File: src/hw/rtl/mrle_pkg.sv
// Shared types, constants and the run encoding function of the marker
// run-length byte encoder. No dependencies; imported by every module.
package mrle_pkg;

    localparam int unsigned COUNT_W          = 17;
    localparam int unsigned BUF_MAX          = 7;
    localparam int unsigned QUEUE_DEPTH_DEF  = 4;

    localparam logic [COUNT_W-1:0] RUN_CAP    = 17'd66303;
    localparam logic [COUNT_W-1:0] LONG_BASE  = 17'd768;
    localparam logic [COUNT_W-1:0] MID_BASE   = 17'd256;
    localparam logic [COUNT_W-1:0] SHORT_MIN  = 17'd4;

    localparam logic [7:0] MARKER_RESET = 8'hC3;
    localparam logic [7:0] LONG_TAG     = 8'h03;
    localparam logic [7:0] ESC_BYTE     = 8'h00;

    localparam logic [2:0] LEN_SHORT    = 3'd3;
    localparam logic [2:0] LEN_MID      = 3'd4;
    localparam logic [2:0] LEN_LONG     = 3'd5;

    typedef logic [2:0] len_t;

    // One closed-run command; run A is the run closed by a value change,
    // run B the run closed by the cap or the end of the stream.
    typedef struct packed {
        logic               a_valid;
        logic [7:0]         a_value;
        logic [COUNT_W-1:0] a_count;
        logic               b_valid;
        logic [7:0]         b_value;
        logic [COUNT_W-1:0] b_count;
        logic               last;
        logic [7:0]         marker;
    } run_cmd_t;

    typedef struct packed {
        logic [BUF_MAX-1:0][7:0] bytes;
        len_t                    len;
    } run_code_t;

    // Encoded bytes of one run, first byte in bytes[0].
    function automatic run_code_t encode_run(input logic [7:0]         value,
                                             input logic [COUNT_W-1:0] count,
                                             input logic [7:0]         marker);
        run_code_t          code;
        logic [COUNT_W-1:0] diff;
        logic               esc;
        code.bytes = '0;
        code.len   = '0;
        diff       = count - LONG_BASE;
        esc        = (value == marker);
        if (count < SHORT_MIN)
        begin
            // literal copies; a copy equal to the marker takes an escape byte
            for (int i = 0; i < 3; i++)
            begin
                if (esc)
                begin
                    code.bytes[2*i]   = value;
                    code.bytes[2*i+1] = ESC_BYTE;
                end
                else
                begin
                    code.bytes[i] = value;
                end
            end
            code.len = esc ? {count[1:0], 1'b0} : {1'b0, count[1:0]};
        end
        else if (count >= LONG_BASE)
        begin
            code.bytes[0] = marker;
            code.bytes[1] = LONG_TAG;
            code.bytes[2] = diff[15:8];
            code.bytes[3] = diff[7:0];
            code.bytes[4] = value;
            code.len      = LEN_LONG;
        end
        else if (count >= MID_BASE)
        begin
            code.bytes[0] = marker;
            code.bytes[1] = {6'b0, count[9:8]};
            code.bytes[2] = count[7:0];
            code.bytes[3] = value;
            code.len      = LEN_MID;
        end
        else
        begin
            code.bytes[0] = marker;
            code.bytes[1] = count[7:0];
            code.bytes[2] = value;
            code.len      = LEN_SHORT;
        end
        return code;
    endfunction

endpackage

File: src/hw/rtl/mrle_front.sv
// Front end: tracks the open run and emits closed-run commands.
// Depends on mrle_pkg.
module mrle_front
    import mrle_pkg::*;
(
    input  logic       clk,
    input  logic       rst_n,
    input  logic       in_valid,
    output logic       in_ready,
    input  logic [7:0] in_byte,
    input  logic       in_last,
    input  logic [7:0] marker,
    input  logic       q_full,
    output logic       push,
    output run_cmd_t   push_cmd
);

    logic [7:0]         run_value_reg;
    logic [7:0]         run_value_next;
    logic [COUNT_W-1:0] run_count_reg;
    logic [COUNT_W-1:0] run_count_next;
    logic [COUNT_W-1:0] new_count;
    logic               close_prev;
    logic               close_cur;
    logic               accept;

    assign in_ready = ~q_full;
    assign accept   = in_valid & in_ready;

    always_comb
    begin
        close_prev = (run_count_reg != '0) && (in_byte != run_value_reg);
        if ((run_count_reg == '0) || close_prev)
            new_count = COUNT_W'(1);
        else
            new_count = run_count_reg + COUNT_W'(1);
        close_cur = (new_count == RUN_CAP) || in_last;

        push_cmd.a_valid = close_prev;
        push_cmd.a_value = run_value_reg;
        push_cmd.a_count = run_count_reg;
        push_cmd.b_valid = close_cur;
        push_cmd.b_value = in_byte;
        push_cmd.b_count = new_count;
        push_cmd.last    = in_last;
        push_cmd.marker  = marker;

        push = accept & (close_prev | close_cur);

        run_value_next = run_value_reg;
        run_count_next = run_count_reg;
        if (accept)
        begin
            run_value_next = in_byte;
            run_count_next = close_cur ? '0 : new_count;
        end
    end

    always_ff @(posedge clk or negedge rst_n)
    begin
        if (!rst_n)
        begin
            run_value_reg <= '0;
            run_count_reg <= '0;
        end
        else
        begin
            run_value_reg <= run_value_next;
            run_count_reg <= run_count_next;
        end
    end

endmodule

File: src/hw/rtl/mrle_cmd_queue.sv
// Short command queue between front and back end.
// Depends on mrle_pkg for the command type.
module mrle_cmd_queue
    import mrle_pkg::*;
#(
    parameter int unsigned DEPTH = QUEUE_DEPTH_DEF
)
(
    input  logic     clk,
    input  logic     rst_n,
    input  logic     push,
    input  run_cmd_t push_cmd,
    output logic     full,
    input  logic     pop,
    output logic     head_valid,
    output run_cmd_t head_cmd
);

    localparam int unsigned PTR_W = (DEPTH > 1) ? $clog2(DEPTH) : 1;
    localparam int unsigned CNT_W = $clog2(DEPTH + 1);

    run_cmd_t         entry_reg [DEPTH];
    logic [PTR_W-1:0] wr_ptr_reg;
    logic [PTR_W-1:0] wr_ptr_next;
    logic [PTR_W-1:0] rd_ptr_reg;
    logic [PTR_W-1:0] rd_ptr_next;
    logic [CNT_W-1:0] fill_reg;
    logic [CNT_W-1:0] fill_next;

    assign full       = (fill_reg == CNT_W'(DEPTH));
    assign head_valid = (fill_reg != '0);
    assign head_cmd   = entry_reg[rd_ptr_reg];

    always_comb
    begin
        wr_ptr_next = wr_ptr_reg;
        rd_ptr_next = rd_ptr_reg;
        fill_next   = fill_reg;
        if (push)
            wr_ptr_next = (wr_ptr_reg == PTR_W'(DEPTH - 1)) ? '0 : wr_ptr_reg + PTR_W'(1);
        if (pop)
            rd_ptr_next = (rd_ptr_reg == PTR_W'(DEPTH - 1)) ? '0 : rd_ptr_reg + PTR_W'(1);
        if (push && !pop)
            fill_next = fill_reg + CNT_W'(1);
        else if (pop && !push)
            fill_next = fill_reg - CNT_W'(1);
    end

    always_ff @(posedge clk)
    begin
        if (push)
            entry_reg[wr_ptr_reg] <= push_cmd;
    end

    always_ff @(posedge clk or negedge rst_n)
    begin
        if (!rst_n)
        begin
            wr_ptr_reg <= '0;
            rd_ptr_reg <= '0;
            fill_reg   <= '0;
        end
        else
        begin
            wr_ptr_reg <= wr_ptr_next;
            rd_ptr_reg <= rd_ptr_next;
            fill_reg   <= fill_next;
        end
    end

endmodule

File: src/hw/rtl/mrle_back.sv
// Back end: expands one queued command into encoded bytes and shifts them out.
// Depends on mrle_pkg (encode_run, command type).
module mrle_back
    import mrle_pkg::*;
(
    input  logic     clk,
    input  logic     rst_n,
    input  logic     head_valid,
    input  run_cmd_t head_cmd,
    output logic     pop,
    output logic     out_valid,
    input  logic     out_ready,
    output logic [7:0] out_byte,
    output logic     out_group_end,
    output logic     out_stream_end
);

    logic [BUF_MAX-1:0][7:0] buf_reg;
    logic [BUF_MAX-1:0][7:0] buf_next;
    len_t                    len_reg;
    len_t                    len_next;
    logic                    last_reg;
    logic                    last_next;
    logic [BUF_MAX-1:0][7:0] merged;
    run_code_t               code_a;
    run_code_t               code_b;
    len_t                    len_a;
    len_t                    len_b;
    logic [3:0]              len_sum;
    len_t                    b_idx;
    logic                    transfer;

    assign out_valid      = (len_reg != '0);
    assign out_byte       = buf_reg[0];
    assign out_group_end  = (len_reg == len_t'(1));
    assign out_stream_end = (len_reg == len_t'(1)) & last_reg;
    assign transfer       = out_valid & out_ready;
    assign pop            = head_valid & ((len_reg == '0) | ((len_reg == len_t'(1)) & out_ready));

    always_comb
    begin
        code_a  = encode_run(head_cmd.a_value, head_cmd.a_count, head_cmd.marker);
        code_b  = encode_run(head_cmd.b_value, head_cmd.b_count, head_cmd.marker);
        len_a   = head_cmd.a_valid ? code_a.len : '0;
        len_b   = head_cmd.b_valid ? code_b.len : '0;
        len_sum = {1'b0, len_a} + {1'b0, len_b};
        b_idx   = '0;
        // run A first, run B packed right behind it
        for (int i = 0; i < BUF_MAX; i++)
        begin
            b_idx = len_t'(i) - len_a;
            if (len_t'(i) < len_a)
                merged[i] = code_a.bytes[i];
            else
                merged[i] = code_b.bytes[b_idx];
        end

        buf_next  = buf_reg;
        len_next  = len_reg;
        last_next = last_reg;
        if (pop)
        begin
            buf_next  = merged;
            len_next  = len_sum[2:0];
            last_next = head_cmd.last;
        end
        else if (transfer)
        begin
            buf_next = buf_reg >> 8;
            len_next = len_reg - len_t'(1);
        end
    end

    always_ff @(posedge clk)
    begin
        buf_reg  <= buf_next;
        last_reg <= last_next;
    end

    always_ff @(posedge clk or negedge rst_n)
    begin
        if (!rst_n)
            len_reg <= '0;
        else
            len_reg <= len_next;
    end

endmodule

File: src/hw/rtl/marker_rle_byte_encoder_core.sv
// Top level of the marker run-length byte encoder.
// Depends on mrle_pkg, mrle_front, mrle_cmd_queue and mrle_back.
//
// The encoder takes one raw byte per cycle on the s_ side and sends the
// encoded stream one byte per cycle on the m_ side while m_tready is high.
// A run of equal bytes is held open until a different byte arrives, the
// count reaches 66303, or a byte with s_tlast is taken; it is then sent as
// literals (runs of 1 to 3, with a 0 after every literal equal to the
// marker) or as a marker sequence (marker, count / marker, high, low /
// marker, 3, high, low of count - 768, then the value). The input side
// takes a byte every cycle while the command queue (QUEUE_DEPTH entries)
// has room; a byte that closes runs produces 1 to 7 bytes on the output
// side, one per transfer, so the sustained rate is set by the single-byte
// output port. Bytes are registered in the command queue, then the back-end
// buffer. m_tuser flags the last byte caused by one input byte and m_tlast
// the final byte of the stream. The marker register resets to 0xC3; the
// user must write it through the cfg port only while no run is being
// encoded (the block does not check); a run uses the marker set at close.
module marker_rle_byte_encoder_core
    import mrle_pkg::*;
#(
    parameter int unsigned QUEUE_DEPTH = QUEUE_DEPTH_DEF
)
(
    input  logic       clk,
    input  logic       rst_n,
    // input stream
    input  logic       s_tvalid,
    output logic       s_tready,
    input  logic [7:0] s_tdata,    // [7:0] data_byte
    input  logic       s_tlast,    // last_in
    // encoded stream
    output logic       m_tvalid,
    input  logic       m_tready,
    output logic [7:0] m_tdata,    // [7:0] out_byte
    output logic [0:0] m_tuser,    // [0] group_end
    output logic       m_tlast,    // stream_end
    // marker register write
    input  logic       cfg_valid,
    output logic       cfg_ready,
    input  logic [7:0] cfg_data    // [7:0] marker_code
);

    logic [7:0] marker_reg;
    logic       q_full;
    logic       q_push;
    run_cmd_t   q_push_cmd;
    logic       q_pop;
    logic       q_head_valid;
    run_cmd_t   q_head_cmd;
    logic       group_end;

    // take a marker write on every cycle
    assign cfg_ready = 1'b1;

    always_ff @(posedge clk or negedge rst_n)
    begin
        if (!rst_n)
            marker_reg <= MARKER_RESET;
        else if (cfg_valid)
            marker_reg <= cfg_data;
    end

    // track the open run, issue a command for every input that closes one
    mrle_front u_front
    (
        .clk      (clk),
        .rst_n    (rst_n),
        .in_valid (s_tvalid),
        .in_ready (s_tready),
        .in_byte  (s_tdata),
        .in_last  (s_tlast),
        .marker   (marker_reg),
        .q_full   (q_full),
        .push     (q_push),
        .push_cmd (q_push_cmd)
    );

    // decouple run tracking from byte output
    mrle_cmd_queue #(
        .DEPTH (QUEUE_DEPTH)
    ) u_queue
    (
        .clk        (clk),
        .rst_n      (rst_n),
        .push       (q_push),
        .push_cmd   (q_push_cmd),
        .full       (q_full),
        .pop        (q_pop),
        .head_valid (q_head_valid),
        .head_cmd   (q_head_cmd)
    );

    // expand commands into encoded bytes, one per output transfer
    mrle_back u_back
    (
        .clk            (clk),
        .rst_n          (rst_n),
        .head_valid     (q_head_valid),
        .head_cmd       (q_head_cmd),
        .pop            (q_pop),
        .out_valid      (m_tvalid),
        .out_ready      (m_tready),
        .out_byte       (m_tdata),
        .out_group_end  (group_end),
        .out_stream_end (m_tlast)
    );

    assign m_tuser[0] = group_end;

endmodule
File: config.mk
export PLATFORM = sky130hd
export DESIGN_NAME = marker_rle_byte_encoder_core
export DESIGN_NICKNAME = d
export VERILOG_FILES = /design/src/hw/rtl/mrle_pkg.sv /design/src/hw/rtl/mrle_front.sv /design/src/hw/rtl/mrle_cmd_queue.sv /design/src/hw/rtl/mrle_back.sv /design/src/hw/rtl/marker_rle_byte_encoder_core.sv
export SDC_FILE = /design/constraint.sdc
export NUM_CORES = 1
export LEC_CHECK = 0
export ABC_AREA = 1
export BUFFER_PORTS_ARGS = -buffer_cell sky130_fd_sc_hd__buf_2
export CAP_MARGIN = 10
export CELL_PAD_IN_SITES_DETAIL_PLACEMENT = 1
export CELL_PAD_IN_SITES_GLOBAL_PLACEMENT = 2
export CORE_UTILIZATION = 43
export DETAILED_ROUTE_END_ITERATION = 8
export PLACE_DENSITY = 0.91
export SLEW_MARGIN = 20
export SYNTH_ARGS = -nofsm -noshare
export SYNTH_HDL_FRONTEND = slang
export SYNTH_HIERARCHICAL = 1
export SYNTH_SLANG_ARGS = --single-unit
File: constraint.sdc
create_clock -name clk -period 8.5 [get_ports clk]
set_input_delay 1.275 -clock clk [delete_from_list [all_inputs] [get_ports clk]]
set_output_delay 1.275 -clock clk [all_outputs]
set_load 0.01 [all_outputs]
* Yosys cells after proc, flatten, opt, wreduce, memory -nomap -nowiden
Memory sizes are Yosys's and may differ from the RTL's.
Index checks and enable logic that the tools add are counted.
** Word-level totals
- Register bits after elaboration :: 100
- Bits in latches :: 0
- RAM bits :: 244
- Bits in read-only memories :: 0
- Input bits :: 22
- Output and inout bits :: 13
- Logic and storage cells :: 136
- Memories :: 1
** Memories
- u_queue.entry_reg :: words 4, bits a word 61, read ports 1, clocked after Yosys merged registers in 0, write ports 1, line mrle_cmd_queue.sv:22 : run_cmd_t entry_reg [DEPTH];
** Operators by class
- Add/subtract/negate cells :: 16
- Multiply operators :: 0
- Div/mod/pow operators :: 0
- $lt $le $gt $ge :: 20
- Equal/unequal tests :: 8
- Shift operators :: 0
- Multiplexer cells :: 53
- Bitwise logic cells :: 9
- Reductions and logical operators :: 14
** Operators with widths (number)
- 2-to-1 mux 8 bit :: 24
- binary-select mux 8 bit (select 3 bit) :: 7
- 2-to-1 mux 56 bit :: 2
- 2-to-1 mux 43 bit :: 2
- 2-to-1 mux 35 bit :: 2
- 2-to-1 mux 27 bit :: 2
- >= comparator 17 x 10 -> 1 bit, second input constant :: 2
- >= comparator 17 x 9 -> 1 bit, second input constant :: 2
- < comparator 17 x 3 -> 1 bit, second input constant :: 2
- 2-to-1 mux 17 bit :: 2
- subtractor 16 x 10 -> 16 bit, second input constant :: 2
- < comparator 3 x 4 -> 1 bit, second input constant :: 7
- 2-to-1 mux 3 bit :: 8
- adder 17 x 1 -> 17 bit, second input constant :: 1
- == test 17 bit, second input constant :: 1
- zero test 17 bit :: 1
- nonzero test 17 bit :: 1
- == test 8 bit :: 2
- < comparator 3 bit, first input constant :: 3
- subtractor 3 bit, first input constant :: 3
- != test 8 bit :: 1
- AND 1 bit :: 6
- < comparator 1 x 3 -> 1 bit, first input constant :: 2
- < comparator 2 x 3 -> 1 bit, first input constant :: 2
- 19 further kinds :: 33

* Longest topological paths before layout
- Depth after elaboration :: 12
- Mapped depth :: 28
- Mapped depth without buffers :: 23

* Modules after synthesis
Netlist, hierarchy kept.
** By module, submodules not included
- mrle_cmd_queue :: instances 1, cells an instance 765, area each 10333.7 um^2, sequential area each 7502.2 um^2
- mrle_back :: instances 1, cells an instance 1122, area each 6787.8 um^2, sequential area each 1786.7 um^2
- mrle_front :: instances 1, cells an instance 337, area each 2187.1 um^2, sequential area each 625.6 um^2
- marker_rle_byte_encoder_core :: instances 1, cells an instance 36, area each 321.6 um^2, sequential area each 205.2 um^2

* Worst setup path before layout
Ideal clock, no wire load.
- Kind :: in2reg
- Start :: in s_tdata[5]
- End :: mem u_queue/entry_reg[1][0] in the netlist's numbering (enable)
- Setup time :: 0.415 ns
- Data arrival time :: 3.816 ns
- Data required time :: 8.085 ns
- Path slack :: 4.268 ns
- Cell stages on the path :: 16
- Buffers on the path :: 0
- Cell sequence :: inv_1 > nand2_1 > nand2_1 > nor2_1 > nand2_1 > nor2_1 > nand3_2 > nor2_1 > nand2_1 > nor2_4 > nand2_4 > nand3_1 > nand2_1 > inv_1 > nand2_1 > inv_1
** Between the ends
- Longest elaborated chain between the ends :: 10
** Ends and longest elaborated chain
- start, declared :: line marker_rle_byte_encoder_core.sv:30 : input logic [7:0] s_tdata,
- != test 8 bit (*) :: line mrle_front.sv:32 : close_prev = (run_count_reg != '0) && (in_byte != run_value_reg);
- logical AND 1 bit (*) :: line mrle_front.sv:32
- logical OR 1 bit :: line mrle_front.sv:33 : if ((run_count_reg == '0) || close_prev)
- 2-to-1 mux 17 bit :: line mrle_front.sv:33
- == test 17 bit :: line mrle_front.sv:37 : close_cur = (new_count == RUN_CAP) || in_last;
- logical OR 1 bit :: line mrle_front.sv:37
- OR 1 bit (*) :: line mrle_front.sv:48 : push = accept & (close_prev | close_cur);
- AND 1 bit (*) :: line mrle_front.sv:48
- net q_push :: line marker_rle_byte_encoder_core.sv:46 : logic q_push;
- 2-to-1 mux 1 bit (*) :: line mrle_cmd_queue.sv:51 : if (push)
- 2-to-1 mux 1 bit (not written as such) (*) :: line mrle_cmd_queue.sv:52 : entry_reg[wr_ptr_reg] <= push_cmd;
- end, declared :: line mrle_cmd_queue.sv:22
The timed path passes the listed nets; every way through them passes the cells marked *.

==> results.json <==
{
  "rsz0062_at_grt": "false",
  "skew_ns": 0.0331,
  "drc_errors": 0,
  "worst_ep_arrival_time_ns": 6.29,
  "drt_wl_total_microns": 63800,
  "cts-root-buf": "clkbuf_16",
  "endpoint_kind": "register",
  "clk_pin_slew_worst_paths_ns": 0.06,
  "hold_viol_final": 0,
  "postCtsResizedCells": 0,
  "num-nets-final": 2273,
  "drt-pass1-iter-count": 5,
  "synth_area_sq_um": 19600,
  "cts_buffer_depth": 3,
  "clock-sinks": 344,
  "cts_setup_buffers": 0,
  "final_core_util_pct": 47.5,
  "clk_latency_ns": 0.59,
  "setup.worst_path.start_class": "register",
  "syn2layout_area_growth_pct": 7.99,
  "dpl_worst_slack_ns": 2.73,
  "track_usage_pct": 27.8,
  "die_y_microns": 216,
  "hpwl_microns": 45100,
  "critPathKind": "reg -> reg",
  "routabilityCongestion": 0.930,
  "totalPowerFinal_w": 0.00885,
  "grt_max_degree": 157,
  "ff_latch_area_sq_um": 10100,
  "grt_pass1_vias": 16800,
  "synth-seq-cells": 344,
  "synth_cell_type_count": 49,
  "post-route-cell-area_sq_um": 21200,
  "ant_nets": 0,
  "period_needed_ns": 5.87,
  "layout_commonest_cell": "nand2_1",
  "largest_register_ffs": 244,
  "io_buffer_count": 33,
  "max_freq_ghz": 0.170,
  "die_area_sq_um": 46500,
  "tns_ns": 0,
  "postCtsHoldBufs": 0,
  "drt-initial-drc-count": 1025,
  "syn_inst": 2260,
  "layout_common_cells": "678 x nand2_1, 301 x edfxtp_1, 294 x inv_1",
  "final_layout_size_suffix_gt1_share_pct": 11.2,
  "vias_per_cell": 5.58,
  "fin_crit_sh_pct": 69.0,
  "cp_max_fo": 40,
  "multi_input_area_sq_um": 7530,
  "wl_per_cell_microns": 22.4,
  "cts_tree": "yes",
  "synth-seq-area-share_pct": 51.6,
  "nFillCells": 5244,
  "fin_ws_ns": 2.63,
  "antenna_found_initial": 0,
  "hold_class": "reg -> reg",
  "cts_buffers": 40,
  "placed_cell_area_sq_um": 19900,
  "fp.dieW_microns": 216,
  "start_util_pct": 44.0,
  "vias": 15900,
  "slew_headroom_pct": 30.4,
  "setup_viol": 0,
  "power.density_nw_per_um2": 417,
  "vdd_drop_max_uv": 194,
  "fp.coreArea_sq_um": 44600,
  "async_flop_share_pct": 12.5,
  "overflow": 0,
  "final_max_slew_viol_count": 0,
  "syn_nets": 2307,
  "outcome": "completed",
  "diodes": 0,
  "io_pins": 35,
  "leakage_nw": 9.26,
  "cap_violations": 0,
  "synth_edf_count": 301,
  "htree_levels": 2,
  "syn_avg_cell_area_sq_um": 8.69,
  "synth_warnings": 6,
  "max_slew.worst_pin.slew_ns": 1.04,
  "worstPathRequired_ns": 8.92,
  "grt_first_pass_wirelength_microns": 98800,
  "synth_ff_type": "edfxtp_1",
  "rows": 77
}
## power by group
part / total, W / switching, W / internal (W)
Sequential: 0.00254 / 0.000178 / 0.00236
Clock: 0.00168 / 0.000736 / 0.000947
Combinational: 0.00462 / 0.00342 / 0.00120
Total: 0.00885 / 0.00434 / 0.00451
## synth_stat cells, types with 2 or more instances
master	count	area share [%]
a21oi_1	98	2.5
a21oi_4	2	0.17
a22oi_1	3	0.11
and2_1	2	0.064
buf_1	4	0.076
buf_2	31	0.79
buf_4	32	1.2
buf_6	18	1.0
clkbuf_1	38	0.73
clkinv_1	4	0.076
dfrtp_1	39	5.0
dfstp_2	4	0.54
edfxtp_1	301	46
fa_1	2	0.20
ha_1	23	1.5
inv_1	298	5.7
inv_2	18	0.34
nand2_1	680	13
nand2_2	14	0.45
nand3_1	197	5.0
nand3_2	12	0.61
nand3_4	2	0.18
nand4_1	18	0.57
nor2_1	128	2.4
nor2_2	10	0.32
nor2_4	6	0.34
nor3_1	28	0.71
o211ai_1	81	3.1
o211ai_2	50	3.2
o21ai_0	54	1.4
o21ai_1	5	0.13
o21ai_2	10	0.45
o21bai_1	3	0.11
o22ai_1	11	0.35
or2_2	2	0.064
xnor2_1	12	0.54
xor2_1	8	0.36
## critical path, stage by stage (launching register included)
cell	delay, ns
dfrtp_4	0.65
inv_2	0.70
buf_4	0.43
o211ai_1	0.14
nand2_1	0.30
xnor2_1	0.16
nand2_1	0.08
nor2_1	0.23
nand2_1	0.14
nand2_1	0.08
nand3_1	0.08
nand3_2	0.08
buf_4	0.36
inv_1	0.43
ha_1	0.43
inv_1	0.66
nand3_1	0.25
nand2_1	0.13
nand2_1	0.07
inv_1	0.07
nand2_1	0.06
a21oi_1	0.12
## kinds of logic after synthesis
group | after synthesis | share of synthesized area, %
xor+xnor | 20 | 0.892
flops | 344 | 51.6
simple gates | 1104 | 24.1
other cells | 1 | 0.0191
buf+inv | 445 | 10.1
compound gates | 321 | 11.7
fa+ha+maj | 25 | 1.67
## final cells by class
class	count	share of cell area, %
tap	592	3.49
clock inverter	23	1.02
inverter	321	5.74
timing repair buffer	48	1.37
multi-input combinational	1471	35.5
clock buffer	49	5.07
sequential	344	47.8
## through the flow
stage / hold slack, ns / instances
floorplan: 0.442 / 2260
global placement: 0.456 / 2776
detailed placement: 0.489 / 2776
CTS: 0.500 / 2848
global route: 0.511 / 2848
finish: 0.495 / 2848
## final timing paths
kind	start	to	slack, ns	depth (start not counted)
max	u_queue/rd_ptr_reg[1]$_DFFE_PN0P_	u_back/buf_reg[35]$_DFFE_PP_	2.63	21
min	marker_reg[0]$_DFFE_PN1P_	marker_reg[0]$_DFFE_PN1P_	0.49	2
max reg2reg	u_queue/rd_ptr_reg[1]$_DFFE_PN0P_	u_back/buf_reg[35]$_DFFE_PP_	2.63	21
min reg2reg	marker_reg[0]$_DFFE_PN1P_	marker_reg[0]$_DFFE_PN1P_	0.49	2
max in group asynchronous	rst_n	u_queue/rd_ptr_reg[1]$_DFFE_PN0P_	7.20	2
min in group asynchronous	rst_n	u_queue/wr_ptr_reg[1]$_DFFE_PN0P_	0.81	2
## routing by layer
| metal | global-route usage, % | wire length [microns] | vias up | share of wire, % |
|---|---|---|---|---|
| li1 | - | - | 7402 | - |
| met1 | 36.1 | 27600 | 7957 | 43 |
| met2 | 48.0 | 31200 | 429 | 49 |
| met3 | 3.34 | 3160 | 110 | 4.9 |
| met4 | 9.08 | 1860 | 0 | 2.9 |
| met5 | 0 | 0 | - | 0 |
Note: power is estimated with default switching activity, not from simulation.
